## src/design/pid_deadzone_clamped_macros.svh

```systemverilog
// Assertion macros shared by the PID controller modules
`ifndef PID_DEADZONE_CLAMPED_MACROS_SVH
`define PID_DEADZONE_CLAMPED_MACROS_SVH

// Same-cycle implication
`define PDC_ASSERT_SAME(label, clk, rst, ante, cons, msg) \
   label: assert property (@(posedge clk) disable iff (rst) (ante) |-> (cons)) \
      else $error(msg);

// Next-cycle implication
`define PDC_ASSERT_NEXT(label, clk, rst, ante, cons, msg) \
   label: assert property (@(posedge clk) disable iff (rst) (ante) |=> (cons)) \
      else $error(msg);

`endif

```

## src/design/pdc_pkg.sv

```systemverilog
// Types and constants of the PID controller
package pdc_pkg;

   localparam int unsigned DATA_W    = 32;
   localparam int unsigned CFG_W     = 31;
   localparam int unsigned CSR_IDX_W = 3;
   localparam int unsigned FRAC_W    = 16;
   localparam int unsigned DERIV_W   = DATA_W + 1;
   localparam int unsigned PROD_W    = 64;
   localparam int unsigned SUM_W     = PROD_W + 2;
   localparam int unsigned RES_W     = SUM_W - FRAC_W;

   typedef enum logic [CSR_IDX_W-1:0] {
      CSR_GAIN_PROPORTIONAL = 3'd0,
      CSR_GAIN_INTEGRAL     = 3'd1,
      CSR_GAIN_DERIVATIVE   = 3'd2,
      CSR_DEAD_ZONE         = 3'd3,
      CSR_INTEGRATE_WINDOW  = 3'd4,
      CSR_INTEGRAL_LIMIT    = 3'd5,
      CSR_OUTPUT_LIMIT      = 3'd6
   } csr_index_type;

   typedef logic [CFG_W-1:0] cfg_word_type;

   typedef struct packed {
      cfg_word_type gain_proportional;
      cfg_word_type gain_integral;
      cfg_word_type gain_derivative;
      cfg_word_type dead_zone;
      cfg_word_type integrate_window;
      cfg_word_type integral_limit;
      cfg_word_type output_limit;
   } cfg_type;

   typedef struct packed {
      logic [DATA_W-1:0]  error;
      logic [DATA_W-1:0]  integral;
      logic [DERIV_W-1:0] deriv;
   } pid_terms_type;

   typedef struct packed {
      logic [PROD_W-1:0] p_prod;
      logic [PROD_W-1:0] i_prod;
      logic [PROD_W-1:0] d_prod;
   } pid_prods_type;

endpackage

```

## src/design/pdc_csr.sv

```systemverilog
// Configuration register file of the PID controller
module pdc_csr (
   input  logic                            clock,
   input  logic                            reset,
   input  logic                            csr_wr_en,
   input  logic [pdc_pkg::CSR_IDX_W-1:0]   csr_index,
   input  logic [pdc_pkg::CFG_W-1:0]       csr_wdata,
   output pdc_pkg::cfg_type                cfg
);

   pdc_pkg::cfg_type cfg_ff;
   pdc_pkg::cfg_type cfg_in;

   always_comb begin
      cfg_in = cfg_ff;
      if (csr_wr_en) begin
         unique case (pdc_pkg::csr_index_type'(csr_index))
            pdc_pkg::CSR_GAIN_PROPORTIONAL: cfg_in.gain_proportional = csr_wdata;
            pdc_pkg::CSR_GAIN_INTEGRAL:     cfg_in.gain_integral     = csr_wdata;
            pdc_pkg::CSR_GAIN_DERIVATIVE:   cfg_in.gain_derivative   = csr_wdata;
            pdc_pkg::CSR_DEAD_ZONE:         cfg_in.dead_zone         = csr_wdata;
            pdc_pkg::CSR_INTEGRATE_WINDOW:  cfg_in.integrate_window  = csr_wdata;
            pdc_pkg::CSR_INTEGRAL_LIMIT:    cfg_in.integral_limit    = csr_wdata;
            pdc_pkg::CSR_OUTPUT_LIMIT:      cfg_in.output_limit      = csr_wdata;
            default:                        cfg_in = cfg_ff;
         endcase
      end
   end

   always_ff @(posedge clock) begin
      if (reset) begin
         cfg_ff <= '0;
      end else begin
         cfg_ff <= cfg_in;
      end
   end

   assign cfg = cfg_ff;

endmodule

```

## config.mk

```make
export PLATFORM = sky130hd
export DESIGN_NAME = pdc_csr
export DESIGN_NICKNAME = d
export VERILOG_FILES = /design/src/design/pid_deadzone_clamped_macros.svh /design/src/design/pdc_pkg.sv /design/src/design/pdc_csr.sv
export SDC_FILE = /design/constraint.sdc
export NUM_CORES = 1
export LEC_CHECK = 0
export BUFFER_PORTS_ARGS = -buffer_cell sky130_fd_sc_hd__buf_2
export CAP_MARGIN = 20
export CORE_MARGIN = 3
export CORE_UTILIZATION = 51
export DETAILED_ROUTE_END_ITERATION = 16
export GPL_TIMING_DRIVEN = 0
export PLACE_DENSITY = 0.83
export SLEW_MARGIN = 20
export SYNTH_ARGS = -nofsm -noshare
export SYNTH_HDL_FRONTEND = slang
export SYNTH_SLANG_ARGS = --single-unit
```

## constraint.sdc

```tcl
create_clock -name clock -period 1.65 [get_ports clock]
set_input_delay 0 -clock clock [delete_from_list [all_inputs] [get_ports clock]]
set_output_delay 0 -clock clock [all_outputs]
set_load 0.01 [all_outputs]
```

# Word level (Yosys, flattened, before mapping)
# Cells that the tools add are included.
# totals
reg_bits	217
latch_bits	0
mem_bits_rw	0
rom_bits	0
in_bits	37
output_inout_bits	217
elab_cells	21
memories	0
# classes
add_sub_neg	0
multipliers	0
n_div	0
n_lt_le_gt_ge	0
n_eq_ne	6
n_shift	0
muxes	0
n_bitwise	0
n_reduce_logical	8
# ops
cell	count
2-bit AND reduction	7
3-bit equality test, second input constant	3
3-bit by 2-bit equality test with 1-bit output, second input constant	2
3-bit by 1-bit equality test with 1-bit output, second input constant	1
3-bit zero test	1

# Longest topological paths before layout
# Gate-level depths: netlist of run 1.
# logic_depth
depth_word	2
mapped_depth	5
mapped_depth_nobuf	2

# Least setup slack after synthesis of run 1
# No wires, ideal clock.
# synth_path
path_kind	input port to flip-flop
startpoint	input port csr_index[1] (netlist bit)
endpoint	register cfg_ff, in the netlist cfg[209]
setup_time_ns	0.125
arrival_ns	1.035
t_required_ns	1.525
path_slack_ns	0.489
stages	5
path_buffers	3
cell_sequence	buf_2 or4b_4 buf_6 buf_6 mux2i_1
# synth_between
elab_chain_cells	2
# synth_rtl
element	line_no	source
start, declared	pdc_csr.sv:6	input logic [pdc_pkg::CSR_IDX_W-1:0] csr_index,
3-bit zero test	pdc_csr.sv:17	unique case (pdc_pkg::csr_index_type'(csr_index))
2-bit AND reduction (no line)	-	
end signal, assigned	pdc_csr.sv:34	cfg_ff <= cfg_in;
end, declared	pdc_csr.sv:11	pdc_pkg::cfg_type cfg_ff;
# No other way between the ends.
# A chain may end at the register's enable or synchronous reset.

# Worst setup path after layout of run 1
# layout_path
startpoint	input port csr_index[0] (netlist bit)
endpoint	register cfg_ff, in the netlist cfg[195]
# The elaborated chain is that of the path after synthesis.

==> summary.txt, run 1 <==
Global routing
  • Via count of the first global-routing pass: 6574
  • GR Layer Usage met2: 0.424
  • First-pass GRT wire length: 36.3 mm
  • Met1 Resource Use GR: 0.319
  • Pin count of the biggest net entering global routing: 15
  • Initial antenna violation count: 0
  • Grt met3 use: 0.0615
  • Total grt overflow: 0
  • Global Route Usage Sum: 0.251
  • GRT busiest layer: met2

Worst setup path
  • Setup crit start kind: primary input
  • Biggest fanout along the worst timing path: 10
  • Slowest stage delay, CP: 570 ps
  • Critical Path, Cell by Cell: dlygate4sd3_1 > buf_6 > nor4b_1 > buf_2 > buf_4 > mux2i_1
  • WP data arrival: 1840 ps
  • Critical Path Slowest Stage Cell: dlygate4sd3_1
  • Crit path capture type: register
  • Critical path class: primary input to register
  • WP buf/inv: 4
  • WP data required: 2060 ps
  • Delay-heaviest family, CP: buffers and inverters

Status
  • Failing checks: hold timing
  • Status: finished with violations

Power and ir drop
  • Leak: 0.00589 uW
  • Max IR drop VDD: 0.652 mV
  • Power Density: 1050 nW/um^2
  • Tot Pwr: 11500 uW

Clock tree
  • TritonCTS buffer count: 22
  • CTS H-tree lvls: 1
  • CTS tree: built
  • Setup repair bufs after CTS: 0
  • Clock-pin slew on the worst setup and hold paths: 70 ps
  • Longest Clk Path Bufs: 3
  • Root Driver: clkbuf_16
  • CTS Sinks: 217
  • Clk_lat worst skew: 490 ps

Timing
  • Fin Hold WS: -23.0 ps
  • Fmax: 701 MHz
  • Final setup fails: 0
  • Final Skew: 0 ps
  • Worst-Margin Slew: 557 ps
  • Final worst-path cycle share: 0.865
  • Final Hold Viols: 7
  • Min Tclk post-route: 1430 ps
  • Max Slew Vio Count: 0
  • RSZ-0062 raised after global routing: false
  • Setup TNS: 0 ps
  • Rel. slew slack: 0.629

Synthesis
  • Syn nets: 784
  • Warnings from Yosys: 0
  • Netlist Area Pre-Place: 8430 um^2
  • Register area share after synthesis: 0.515
  • Syn Inst Count: 747
  • Syn_area_per_cell: 11.3 um^2
  • Yosys cell types: 12
  • Synthesized flop and latch total: 217

Job
  • Max-cap violations: 0

Routing
  • DRT iter0 DRCs: 257
  • WL/cell: 18.3 um
  • DR pass1 iterations: 4
  • Remaining DRCs: 0
  • Total number of vias: 6378
  • Remaining antenna violation count after routing: 0
  • Routed WL: 23.3 mm
  • Drt via density: 5.01

Floorplanning
  • Io pins: 254
  • Initial core utilization: 0.527
  • Core area: 16000 um^2
  • Die H: 135 um
  • Die outline area: 18100 um^2
  • Die X: 135 um
  • Num rows: 46

Final layout
  • Inserted Diodes: 0
  • Fraction of layout instances using a drive strength above 1: 0.294
  • FILL cells: 1268
  • Finished Cell Area: 10900 um^2
  • Max reg flops: 217
  • Fin cells: 1274
  • Layout Area Growth over Synthesis: 29.7%
  • NumNets Final: 1079

Placement
  • Final Wtd Congestion: 0.791
  • PortBufs: 248
  • Post-DP HPWL: 16.4 mm
  • Placed cells: 1211
  • Placed Area: 9940 um^2

Worst hold path
  • Hold crit path type: primary input to register
[worst min-delay path: cells and delay by family]
kind          cells  cell delay [ps]
simple gates      1              180
mux               1              180
buf+inv           1               80
[through the flow]
| stage | utilization | setup slack, ps |
|---|---|---|
| finish | 0.683 | 223 |
| global route | 0.683 | 111 |
| CTS | 0.683 | 200 |
| detailed placement | 0.621 | 236 |
| global placement | 0.621 | 254 |
| floorplan | - | 489 |
[cells in the mapped netlist, drive strengths merged]
library cell  number  area [um^2]
nor4bb             1         10.0
mux2i            217         2170
nor4b              1         8.76
nand4b             3         26.3
nand4bb            3         33.8
or4b               1         13.8
nand2b           248         1550
dfxtp            217         4340
clkbuf            29          109
buf               27          159
[cells by family (layout without fill, tap and decap cells)]
family / after synthesis / in the layout / share of synthesized area
AND/OR/NAND/NOR: 257 / 257 / 0.195
multiplexers: 217 / 217 / 0.258
flip-flops: 217 / 217 / 0.515
buffers and inverters: 56 / 367 / 0.0318
[final cells by class]
| cell class | instances | area (um^2) | share of cell area |
|---|---|---|---|
| clock buffers | 32 | 649 | 0.0594 |
| repair buffers | 271 | 1470 | 0.135 |
| multi-input cells | 474 | 3820 | 0.349 |
| clock inverters | 8 | 115 | 0.0105 |
| flip-flops and latches | 217 | 4340 | 0.397 |
| plain buffers | 56 | 268 | 0.0245 |
| well taps | 216 | 270 | 0.0247 |
[final timing paths]
check / startpoint / to / slack [ps] / cells after the start
max: csr_index[0] / cfg[195] / 220 / 6
min: csr_wdata[28] / cfg[28] / -20 / 3
max reg2reg: cfg[9] / cfg[9] / 970 / 2
min reg2reg: cfg[191] / cfg[191] / 470 / 2
[placed cells by master (no fill, tap or decap), drive strengths merged]
cell type    synthesis  routed
buf                 27     275
bufinv               0       3
clkbuf              29      61
clkinv               0       5
dfxtp              217     217
dlygate4sd3          0      23
mux2i              217     217
nand2b             248     248
nand4b               3       3
nand4bb              3       3
nor4b                1       1
nor4bb               1       1
or4b                 1       1
[routing by layer]
layer / vias up / share of wire
met5: - / 0
met4: 0 / 0.030
met3: 45 / 0.069
met2: 203 / 0.47
met1: 3062 / 0.43
li1: 3068 / -
[timing repair]
item,4_1_cts,5_1_grt
hold endpoints to repair,134,0
hold buffers,23,0
resized for setup,0,0
[power breakdown]
group          switching [uW]  internal, uW
clock network            2040          3200
logic                     454           377
registers                61.9          5350
Note: power is estimated with default switching activity, not from simulation.
==> run 2, diff against run 1 <==
- RECOVER_POWER: default -> 50
==> run 2 against run 1 <==
Effect of this change: the flow still finishes with violations (hold timing); wire length rose by 0.33%; utilization down 1.6 points; clock skew did not move; combinational power down 3.6%; via count up 0.16%; critical path depth unchanged; design area down 2.3%; sequential share of layout area up 0.94 points; total power shrank 0.23%; largest power group unchanged.
==> summary.txt, run 2 (synthesis gave the netlist of run 1 again) <==
Status
  • Status: finished with violations (unchanged)
  • Failing checks: hold timing (unchanged)

Global routing
  • Via count of the first global-routing pass: 6574 (unchanged)
  • Pin count of the biggest net entering global routing: 15 (unchanged)
  • First-pass GRT wire length: 36.3 mm (unchanged)
  • Global Route Usage Sum: 0.251 (unchanged)
  • Initial antenna violation count: 0 (unchanged)
  • Total grt overflow: 0 (unchanged)

Timing
  • Max Slew Vio Count: 0 (unchanged)
  • Final Skew: 0 ps (unchanged)
  • Final Hold Viols: 6 (was 7)
  • Post-route setup slack: 215 ps (was 223 ps)
  • Rel. slew slack: 0.649 (was 0.629)
  • Final setup fails: 0 (unchanged)
  • Fmax: 697 MHz (was 701 MHz)
  • Min Tclk post-route: 1430 ps (about the same)
  • RSZ-0062 raised after global routing: false (unchanged)
  • Final worst-path cycle share: 0.870 (was 0.865)
  • Fin Hold WS: -18.5 ps (was -23.0 ps)
  • Worst-Margin Slew: 526 ps (was 557 ps)
  • Setup TNS: 0 ps (unchanged)

Routing
  • Remaining DRCs: 0 (unchanged)
  • DRT iter0 DRCs: 270 (was 257)
  • Drt via density: 5.01 (about the same)
  • Remaining antenna violation count after routing: 0 (unchanged)
  • Total number of vias: 6388 (was 6378)
  • DR pass1 iterations: 5 (was 4)
  • Routed WL: 23.4 mm (was 23.3 mm)
  • WL/cell: 18.4 um (was 18.3 um)

Floorplanning
  • Die H: 135 um (unchanged)
  • Die X: 135 um (unchanged)
  • Num rows: 46 (unchanged)
  • Core area: 16000 um^2 (unchanged)
  • Die outline area: 18100 um^2 (unchanged)
  • Initial core utilization: 0.527 (unchanged)
  • Io pins: 254 (unchanged)

Clock tree
  • Root Driver: clkbuf_16 (unchanged)
  • CTS tree: built (unchanged)
  • Longest Clk Path Bufs: 3 (unchanged)
  • CTS Sinks: 217 (unchanged)
  • Hold_buf cts: 23 (unchanged)
  • Clk_lat worst skew: 490 ps (about the same)
  • Setup repair bufs after CTS: 0 (unchanged)
  • TritonCTS buffer count: 22 (unchanged)
  • Clock-pin slew on the worst setup and hold paths: 70 ps (about the same)
  • # resized after CTS: 0 (unchanged)
  • CTS H-tree lvls: 1 (unchanged)

Power and ir drop
  • Max IR drop VDD: 0.656 mV (was 0.652 mV)
  • Power Density: 1070 nW/um^2 (was 1050 nW/um^2)
  • Leak: 0.00501 uW (was 0.00589 uW)

Worst hold path
  • Hold crit path type: primary input to register (unchanged)

Placement
  • Placed cells: 1211 (unchanged)
  • PortBufs: 248 (unchanged)
  • Final Wtd Congestion: 0.791 (unchanged)
  • Dpl ws: 236 ps (unchanged)
  • Post-DP HPWL: 16.4 mm (unchanged)

Worst setup path
  • Setup crit start kind: primary input (unchanged)
  • Biggest fanout along the worst timing path: 10 (unchanged)
  • Crit path capture type: register (unchanged)
  • WP data arrival: 1850 ps (was 1840 ps)
  • Critical path class: primary input to register (unchanged)
  • WP data required: 2060 ps (about the same)

Final layout
  • Fraction of layout instances using a drive strength above 1: 0.102 (was 0.294)
  • Inserted Diodes: 0 (unchanged)
  • Max reg flops: 217 (unchanged)
  • Most frequent cells in the layout: nand2b_1 (248), clkbuf_1 (237), mux2i_1 (217), dfxtp_1 (217), buf_2 (67) (was buf_2 (270), nand2b_1 (248), mux2i_1 (217), dfxtp_1 (217), clkbuf_1 (34))
  • Fin cells: 1274 (unchanged)
  • NumNets Final: 1079 (unchanged)
  • Commonest non-fill, non-tap cell in the layout: nand2b_1 (was buf_2)
  • Layout Area Growth over Synthesis: 26.7% (was 29.7%)

Job
  • Max-cap violations: 0 (unchanged)
[run 2: cell types whose count changed in the layout (fill, tap and decap cells not counted), sizes merged]
cell / previous run / this run
buf: 275 / 72
clkbuf: 61 / 264
[run 2: cell type report]
type / count / area, um^2
Fill cell: 1377 / 5320
Sequential cell: 217 / 4340
Multi-Input combinational cell: 474 / 3820
Timing Repair Buffer: 271 / 1220
Clock buffer: 32 / 649
Tap cell: 216 / 270
Buffer: 56 / 267
Clock inverter: 8 / 115
[run 2: metrics by stage]
step / total power [uW] / hold WS [ps] / util / instance area (um^2)
floorplan: 6000 / 274 / - / 8430
global placement: 6300 / 414 / 0.621 / 9940
detailed placement: 6320 / 414 / 0.621 / 9940
CTS: 11600 / 0.300 / 0.683 / 10900
global route: 11800 / 22.5 / 0.668 / 10700
finish: 11500 / -18.5 / 0.668 / 10700
[run 2: where the power goes]
part / leakage, uW / switching [uW] / internal, uW
sequential: 0.00176 / 65.4 / 5350
clock: 0.000380 / 2040 / 3200
combinational: 0.00288 / 452 / 348
[run 2: critical path, stage by stage]
cell	delay (ps)
dlygate4sd3_1	570
buf_6	150
nor4b_1	280
buf_2	340
buf_4	280
mux2i_1	220
[run 2: layer usage]
metal  part of all wire  track usage
met1               0.43        0.319
met2               0.47        0.424
met3              0.073       0.0615
met4              0.028       0.0786
met5                  0            0
[run 2: worst paths after layout]
check | cells after the start | slack (ps) | start | to
setup / recovery | 6 | 220 | csr_index[0] | cfg[195]
hold / removal | 3 | -20 | csr_wdata[28] | cfg[28]
setup reg to reg | 2 | 980 | cfg[9] | cfg[9]
hold reg to reg | 2 | 470 | cfg[191] | cfg[191]
