File: config.mk
export PLATFORM = sky130hd
export DESIGN_NAME = pdc_error_stage
export DESIGN_NICKNAME = d
export VERILOG_FILES = /design/src/design/pdc_pkg.sv /design/src/design/pdc_error_stage.sv
export VERILOG_INCLUDE_DIRS = /design/src /design/src/design
export SDC_FILE = /design/constraint.sdc
export NUM_CORES = 1
export LEC_CHECK = 0
export BUFFER_PORTS_ARGS = -buffer_cell sky130_fd_sc_hd__buf_2
export CORE_UTILIZATION = 30
export DETAILED_ROUTE_END_ITERATION = 8
export PLACE_DENSITY = 0.5
export SLEW_MARGIN = 5
export SYNTH_ARGS = -nofsm -noshare
export SYNTH_HDL_FRONTEND = slang
export SYNTH_SLANG_ARGS = --single-unit
File: constraint.sdc
create_clock -name clock -period 34.3 [get_ports clock]
set_input_delay 6.86 -clock clock [delete_from_list [all_inputs] [get_ports clock]]
set_output_delay 6.86 -clock clock [all_outputs]
set_load 0.02 [all_outputs]
File: src/design/pid_deadzone_clamped_macros.svh
// Assertion macros shared by the PID controller modules
`ifndef PID_DEADZONE_CLAMPED_MACROS_SVH
`define PID_DEADZONE_CLAMPED_MACROS_SVH

// Same-cycle implication
`define PDC_ASSERT_SAME(label, clk, rst, ante, cons, msg) \
   label: assert property (@(posedge clk) disable iff (rst) (ante) |-> (cons)) \
      else $error(msg);

// Next-cycle implication
`define PDC_ASSERT_NEXT(label, clk, rst, ante, cons, msg) \
   label: assert property (@(posedge clk) disable iff (rst) (ante) |=> (cons)) \
      else $error(msg);

`endif

File: src/design/pdc_pkg.sv
// Types and constants of the PID controller
package pdc_pkg;

   localparam int unsigned DATA_W    = 32;
   localparam int unsigned CFG_W     = 31;
   localparam int unsigned CSR_IDX_W = 3;
   localparam int unsigned FRAC_W    = 16;
   localparam int unsigned DERIV_W   = DATA_W + 1;
   localparam int unsigned PROD_W    = 64;
   localparam int unsigned SUM_W     = PROD_W + 2;
   localparam int unsigned RES_W     = SUM_W - FRAC_W;

   typedef enum logic [CSR_IDX_W-1:0] {
      CSR_GAIN_PROPORTIONAL = 3'd0,
      CSR_GAIN_INTEGRAL     = 3'd1,
      CSR_GAIN_DERIVATIVE   = 3'd2,
      CSR_DEAD_ZONE         = 3'd3,
      CSR_INTEGRATE_WINDOW  = 3'd4,
      CSR_INTEGRAL_LIMIT    = 3'd5,
      CSR_OUTPUT_LIMIT      = 3'd6
   } csr_index_type;

   typedef logic [CFG_W-1:0] cfg_word_type;

   typedef struct packed {
      cfg_word_type gain_proportional;
      cfg_word_type gain_integral;
      cfg_word_type gain_derivative;
      cfg_word_type dead_zone;
      cfg_word_type integrate_window;
      cfg_word_type integral_limit;
      cfg_word_type output_limit;
   } cfg_type;

   typedef struct packed {
      logic [DATA_W-1:0]  error;
      logic [DATA_W-1:0]  integral;
      logic [DERIV_W-1:0] deriv;
   } pid_terms_type;

   typedef struct packed {
      logic [PROD_W-1:0] p_prod;
      logic [PROD_W-1:0] i_prod;
      logic [PROD_W-1:0] d_prod;
   } pid_prods_type;

endpackage

File: src/design/pdc_error_stage.sv
// Input register, error saturation, dead zone and integral recurrence
`include "pid_deadzone_clamped_macros.svh"

module pdc_error_stage (
   input  logic                              clock,
   input  logic                              reset,
   input  pdc_pkg::cfg_type                  cfg,
   input  logic                              in_valid,
   output logic                              in_ready,
   input  logic signed [pdc_pkg::DATA_W-1:0] measured_value,
   input  logic signed [pdc_pkg::DATA_W-1:0] setpoint,
   output logic                              out_valid,
   input  logic                              out_ready,
   output pdc_pkg::pid_terms_type            terms
);

   localparam int unsigned W  = pdc_pkg::DATA_W;
   localparam int unsigned DW = pdc_pkg::DERIV_W;

   logic                   in_valid_ff;
   logic                   in_valid_in;
   logic signed [W-1:0]    meas_ff;
   logic signed [W-1:0]    sp_ff;
   logic                   terms_valid_ff;
   logic                   terms_valid_in;
   pdc_pkg::pid_terms_type terms_ff;
   pdc_pkg::pid_terms_type terms_in;
   logic signed [W-1:0]    integral_ff;
   logic signed [W-1:0]    integral_in;
   logic signed [W-1:0]    last_error_ff;
   logic signed [W-1:0]    last_error_in;

   logic                   adv_out;
   logic                   adv_in;
   logic                   xfer;
   logic signed [W:0]      diff;
   logic signed [W-1:0]    err_sat;
   logic [W-1:0]           err_mag;
   logic                   dz_hit;
   logic                   integrate;
   logic signed [W-1:0]    err_eff;
   logic signed [W-1:0]    integ_base;
   logic signed [W-1:0]    last_base;
   logic signed [W:0]      integ_sum;
   logic signed [W:0]      lim_pos;
   logic signed [W:0]      lim_neg;
   logic signed [W:0]      integ_clamp;
   logic signed [DW-1:0]   deriv;

   assign adv_out  = !terms_valid_ff || out_ready;
   assign adv_in   = !in_valid_ff || adv_out;
   assign xfer     = in_valid_ff && adv_out;
   assign in_ready = adv_in;

   assign in_valid_in    = adv_in ? in_valid : in_valid_ff;
   assign terms_valid_in = adv_out ? in_valid_ff : terms_valid_ff;

   always_comb begin
      diff = {sp_ff[W-1], sp_ff} - {meas_ff[W-1], meas_ff};
      if (diff[W] != diff[W-1]) begin
         err_sat = diff[W] ? {1'b1, {(W-1){1'b0}}} : {1'b0, {(W-1){1'b1}}};
      end else begin
         err_sat = diff[W-1:0];
      end
      err_mag = err_sat[W-1] ? (~err_sat + 1'b1) : err_sat;
      dz_hit  = err_mag <= {1'b0, cfg.dead_zone};

      err_eff    = dz_hit ? '0 : err_sat;
      integ_base = dz_hit ? '0 : integral_ff;
      last_base  = dz_hit ? '0 : last_error_ff;
      integrate  = dz_hit || (err_mag <= {1'b0, cfg.integrate_window});

      integ_sum = {integ_base[W-1], integ_base} + {err_eff[W-1], err_eff};
      lim_pos   = {2'b00, cfg.integral_limit};
      lim_neg   = -lim_pos;
      if (integ_sum > lim_pos) begin
         integ_clamp = lim_pos;
      end else if (integ_sum < lim_neg) begin
         integ_clamp = lim_neg;
      end else begin
         integ_clamp = integ_sum;
      end
      integral_in   = integrate ? integ_clamp[W-1:0] : integ_base;
      last_error_in = err_eff;

      deriv = {err_eff[W-1], err_eff} - {last_base[W-1], last_base};

      terms_in.error    = err_eff;
      terms_in.integral = integral_in;
      terms_in.deriv    = deriv;
   end

   always_ff @(posedge clock) begin
      if (reset) begin
         in_valid_ff    <= 1'b0;
         terms_valid_ff <= 1'b0;
         integral_ff    <= '0;
         last_error_ff  <= '0;
      end else begin
         in_valid_ff    <= in_valid_in;
         terms_valid_ff <= terms_valid_in;
         if (xfer) begin
            integral_ff   <= integral_in;
            last_error_ff <= last_error_in;
         end
      end
   end

   always_ff @(posedge clock) begin
      if (in_valid && adv_in) begin
         meas_ff <= measured_value;
         sp_ff   <= setpoint;
      end
      if (xfer) begin
         terms_ff <= terms_in;
      end
   end

   assign out_valid = terms_valid_ff;
   assign terms     = terms_ff;

   `PDC_ASSERT_NEXT(a_last_error_tracks, clock, reset, xfer,
      last_error_ff == terms_ff.error, "previous error differs from forwarded error")
   `PDC_ASSERT_NEXT(a_integral_tracks, clock, reset, xfer,
      integral_ff == terms_ff.integral, "integral state differs from forwarded integral")
   `PDC_ASSERT_SAME(a_reset_clears_state, clock, 1'b0, $past(reset),
      (integral_ff == '0) && (last_error_ff == '0), "controller history not cleared by reset")

endmodule

; Word level (Yosys, flattened, before mapping)
; Cells that the tools add are included.
[word_totals]
regBits = 227
input_bits = 285
output_inout_bits = 99
wordCells = 36
[op_classes]
n_addsub = 5
magnitude_cmp = 4
eq_ne = 1
muxes = 9
n_bitwise = 1
n_reduce_logical = 7
[op_table]
columns = op, n
row1 = 32-bit two-way mux, 9
row2 = 32-bit by 32-bit subtractor with 33-bit output, 2
row3 = 32-bit by 31-bit <= comparator with 1-bit output, 2
row4 = 32-bit by 32-bit adder with 33-bit output, 1
row5 = 33-bit by 32-bit > comparator with 1-bit output, 1
row6 = 33-bit < comparator, 1
row7 = 31-bit negation with 33-bit output, 1
row8 = "32-bit by 1-bit adder with 32-bit output, second input constant", 1
row9 = 32-bit NOT, 1
row10 = 1-bit logical OR, 3
row11 = 1-bit logical AND, 2
row12 = 1-bit zero test, 2
row13 = 1-bit != test, 1

; Logic depth before layout (Yosys ltp)
[logic_depth]
word_depth = 13
ltp_mapped = 57
mapped_depth_nobuf = 51

; Least setup slack after synthesis
; No wires, ideal clock.
[synth_path]
path_kind = input to register
startpoint = input port cfg[114] (netlist bit)
endpoint = register terms_ff, in the netlist terms[36], data pin
setup_ps = 262
t_arrival_ps = 13896
required_ps = 34038
setup_slack_ps = 20142
stages = 32
cell_sequence = inv_1 ha_1 a21o_1 a21o_1 a21oi_1 o21ai_0 o31a_1 or2_2 nand2b_1 nor2_2 clkbuf_1 nor2_1 ha_1 a21o_1 or3_1 o21ai_0 o21ai_0 a311oi_1 xnor2_1 ha_1 nand4_1 or4_1 a31o_2 nand3_1 a21oi_1 a211oi_1 o21ai_0 a31oi_1 buf_2 buf_1 mux2i_1 mux2_1
[synth_via]
elab_chain_len = 7
[synth_lines]
columns = element, line_no
row1 = "start, declared", pdc_error_stage.sv:7  ; input pdc_pkg::cfg_type cfg,
row2 = 32-bit by 31-bit <= comparator with 1-bit output *, pdc_error_stage.sv:66  ; dz_hit = err_mag <= {1'b0, cfg.dead_zone};
row3 = 32-bit two-way mux *, pdc_error_stage.sv:68  ; err_eff = dz_hit ? '0 : err_sat;
row4 = net err_eff[5], pdc_error_stage.sv:41  ; logic signed [W-1:0] err_eff;
row5 = 32-bit by 32-bit adder with 33-bit output *, pdc_error_stage.sv:73  ; integ_sum = {integ_base[W-1], integ_base} + {err_eff[W-1], err_eff};
row6 = 33-bit < comparator, pdc_error_stage.sv:78  ; end else if (integ_sum < lim_neg) begin
row7 = 32-bit two-way mux, pdc_error_stage.sv:78
row8 = 32-bit two-way mux *, pdc_error_stage.sv:76  ; if (integ_sum > lim_pos) begin
row9 = 32-bit two-way mux *, pdc_error_stage.sv:83  ; integral_in = integrate ? integ_clamp[W-1:0] : integ_base;
row10 = net integral_in[3], pdc_error_stage.sv:29  ; logic signed [W-1:0] integral_in;
row11 = "end signal, assigned", pdc_error_stage.sv:115  ; terms_ff <= terms_in;
row12 = "end, declared", pdc_error_stage.sv:26  ; pdc_pkg::pid_terms_type terms_ff;
; The timed path passes the listed nets; every way through them passes the cells marked *.
; A chain may end at the register's enable or synchronous reset.

; Worst setup path in the final report
[layout_path]
startpoint = input port cfg[114] (netlist bit)
endpoint = register terms_ff, in the netlist terms[52], data pin
; The elaborated chain is that of the path after synthesis.

==> results.md <==
- The complex-gate fraction of the synthesized area was 0.218.
- The largest family of logic cells by synthesized area is compound AO/OA/AOI/OAI gates.
- The floorplan step defined a die boundary enclosing between 60,000 and 70,000 um2.
- STA classifies the critical path startpoint as a primary input.
- The simple-gate share of the synthesized area is 0.173.
- The max-slew headroom at the worst pin is 0.165.
- The number of remaining DRC errors is 0.
- The main flop type after synthesis is edfxtp_1.
- After detailed routing, the number of vias per cell comes to around 5.4.
- In this run the worst path has a maximum fanout of 39.
- The global routing usage summed across all routing layers is 0.199.
- The number of global-route vias before repair was approximately 18,000.
- The tightest hold path in the finished design has a slack of about 450 ps.
- The count of placed standard cells in the final layout, fillers left out is around 3,400.
- In this run the core area contains 93 standard-cell rows.
- The total net switching power is about 950 uW.
- The initial core utilization is 0.304.
- In this run the remaining antenna-violating nets after routing total 0.
- The flow ran to the end, and the final reports show no timing, DRC or antenna violations.
- The cell-internal power is around 1.0 mW.
- The part of the total power dissipated in sequential elements is 0.212.
- The share of power burned in the clock network is 0.157.
- The number of iterations in the first detailed-routing pass is 5.
- In this run, the number of DRC markers left after iteration 0 of detailed routing was roughly 1,400.
- The source-to-sink clock delay at the later pin of the worst-skew pair is slightly below 600 ps.
- The maximum resistive drop on vdd is 0.0000423 V.
- The number of warnings issued by yosys is 0.
- The end-of-flow core utilization is 0.352.
- In this run the deepest clock path goes through 3 buffers.
- Synthesis produced a netlist whose cell count is about 2,300.
- The library cells used most frequently in the layout, excluding fill and tap cells, are 259 x buf_2, 222 x ha_1, 205 x a21oi_1.
- The synthesized netlist net count is 2,802.
- The final global-route overflow total is 0.
- Setup violations remaining at the end of the flow were counted as 0.
- Of the total synthesized cell area, the portion taken by full adders, half adders and majority gates is 0.146.
- Setup repair after global routing left no endpoint under its margin.
- The HPWL after detailed placement is 53,900 um.
- OpenSTA, run right after detailed placement, puts the worst setup slack at roughly 17,000 ps.
- The first global-routing pass estimated slightly above 100,000 um of wire.
- Across the run, the number of max-cap violations was 0.
- Based on the critical path, the design can be clocked at up to just under 60 MHz.
- After synthesis, the cell types taking the most area are edfxtp_1 25%, ha_1 14%, dfxtp_1 6.7%, a21oi_1 5.2%, xnor2_1 4.2%.
- The number of buffer cells added on primary ports is roughly 260.
- Yosys mapped a number of flops with a built-in enable equal to roughly 160.
- Buffers inserted during clock tree synthesis total 28.
- Buffers added to address setup during post-CTS repair amount to 0.
- The final route contains 18,200 vias.
- Dividing the final minimum period by the clock period gives 0.491.
- In the final layout, the share of cells above drive strength 1 is 0.144.
- At the end of routability-driven placement, the weighted congestion stood at about 0.9.
- The hold-fix buffer count after cts is 0.
- The number of sinks on the clock net is about 230.
- The slew of the pin with the lowest slew margin is approximately 1200 ps.
- The die is ~260 um wide.
- The net switching fraction of the power is 0.482.
- Once placement finished, the instance area stood at roughly 22,000 um2.
- The standby leakage power is approximately 9.9 nW.
- The unique cell type count in the Yosys netlist is 94.
- Data on the critical path is required at its endpoint by 34,630 ps.
- The worst setup path is captured at a register.
- The number of antenna violations at the first check in global routing came to 1.
- In this run, synthesis produced a sequential element count of roughly 230.
- The sequential-to-total area share from yosys stat is 0.314.
- The path class of the lowest-slack min-delay path is register to register.
- The overall power after layout is 1.98 mW.
- In this run the number of H-tree levels came out at 1.
- The core region area is around 65,000 um2.
- The post-cts sizing count is 0.
- The floorplan step set the die height to approximately 260 um.
- After synthesis, the share of cell area in mux cells is 0.0338.
- The number of placed instances, taps included is 3,324.
- The cell seen most often among critical-path stages is o21ai_0.
- The library cell used most frequently in the layout, excluding fill and tap cells, is buf_2.
- The post-route minimum period is roughly 17,000 ps.
- The final standard cell area without fillers is about 23,000 um2.
- Relative to the synthesized area, the layout overhead comes to 15.7%.
- The slowest stage of the critical path is the nor4_1 cell.
- In this run the power density over the cells is just under 90 nW/um2.
- Between clock sinks in the finished design, the worst skew comes to ~22 ps.
- The area of the mapped netlist is between 15,000 and 20,000 um2.
- The type of the worst setup path is primary input to register.
- The CTS root buffer is clkbuf_16.
- The parity-gate share of the synthesized area counting xor and xnor cells is 0.0581.
- TritonCTS built the clock tree.
- The final max-slew violation count was 0.
- Of all cell types, the one taking the most synthesized area is edfxtp_1.
- The share of power burned in combinational logic is 0.631.
- Data on the critical path arrives at its endpoint at 17,170 ps.
- For the final routed database, the setup TNS stands at 0 ps.
- The final hold violation count was 0.
- The largest net degree at the start of global routing is between 60 and 70.
- The final wirelength is a little under 70,000 um.
- The average cell area after synthesis is between 8 and 9 um2.
- Setup slack closes at 17,460 ps.
- During I/O placement, the number of pins put on the boundary was roughly 380.
- The routed wirelength normalized by instance count is 20.1 um.
- The async set or reset register ratio after synthesis is 0.
- The share of the synthesized area in the top cell type is 0.246.
- For this run, the post-layout net count is 3,009.
- For this run, the slowest stage of the critical path takes 800 ps.
- Clock-pin slew was measured on the worst setup and hold paths at roughly 60 ps.
- The number of filler instances in the final layout is roughly 6,700.
[power by group through the flow]
stage                     logic, mW  registers [mW]  clock network (mW)
after floorplan               0.804           0.464                   0
after global placement         1.23           0.425                   0
after detailed placement       1.24           0.426                   0
after CTS                      1.25           0.421               0.320
after global routing           1.37           0.426               0.328
final                          1.25           0.419               0.311
[state kept, by name, summed over array words and instances (netlist names)]
| register | flops |
|---|---|
| terms | 97 |
| integral_ff | 32 |
| last_error_ff | 32 |
| meas_ff | 32 |
| sp_ff | 32 |
| in_valid_ff | 1 |
| out_valid | 1 |
[critical path: cells and delay by family]
family	cells	cell delay, ps
AND/OR/NAND/NOR	12	5230
AO/OA/AOI/OAI	14	3090
adder cells (fa/ha/maj)	3	990
XOR/XNOR	1	510
buffers and inverters	3	480
[kinds of logic after synthesis]
| family | after synthesis |
|---|---|
| compound gates | 668 |
| xor+xnor | 128 |
| fa+ha+maj | 228 |
| buf+inv | 282 |
| flops | 227 |
| mux | 64 |
| simple gates | 695 |
[path summary, 6_finish.rpt]
check	start	endpoint	slack (ps)	cells after the start
worst max-delay path	cfg[114]	terms[52]	17460	33
worst min-delay path	last_error_ff[0]	last_error_ff[0]	450	2
worst max register to register	meas_ff[0]	terms[52]	18180	48
worst min register to register	last_error_ff[0]	last_error_ff[0]	450	2
[layout make-up]
cell class              instances  area, um2  share of cell area
well taps                     855       1070              0.0471
repair buffers                281       1460              0.0644
clock inverters                17        194             0.00854
multi-input cells            1783      12400               0.546
inverters                     178        671              0.0295
clock buffers                  35        758              0.0334
flip-flops and latches        227       6160               0.271
diodes                          1       2.50            0.000110
[layer usage]
| layer | wire length, um | track usage | vias up |
|---|---|---|---|
| met1 | 30500 | 0.267 | 8657 |
| met5 | 0 | 0 | - |
| met3 | 3900 | 0.0261 | 103 |
| li1 | - | - | 8833 |
| met4 | 2720 | 0.0754 | 0 |
| met2 | 30900 | 0.324 | 578 |
[synthesized netlist by cell type, types with 6 or more instances]
cell type  count
ha_1         222
a21oi_1      205
nand2_1      198
inv_1        177
nor2_1       162
edfxtp_1     161
o21ai_0      144
xnor2_1       95
clkbuf_1      77
dfxtp_1       66
nand3_1       59
a21o_1        54
nor3_1        53
nand4_1       49
mux2i_1       45
and2_1        40
o31ai_1       33
xor2_1        32
nand2b_1      25
a211oi_1      24
nor2b_1       23
o211ai_1      22
and3_1        21
o21a_1        20
a31oi_1       18
nor4_1        18
o21bai_1      16
mux2_1        14
a221oi_1      13
buf_2         12
a22o_1         9
o21ai_1        9
or4_1          9
o22ai_1        8
or3_1          8
a21boi_0       6
buf_4          6
o22a_1         6
o31a_1         6
o41ai_1        6
(Power assumes the default switching activity.)
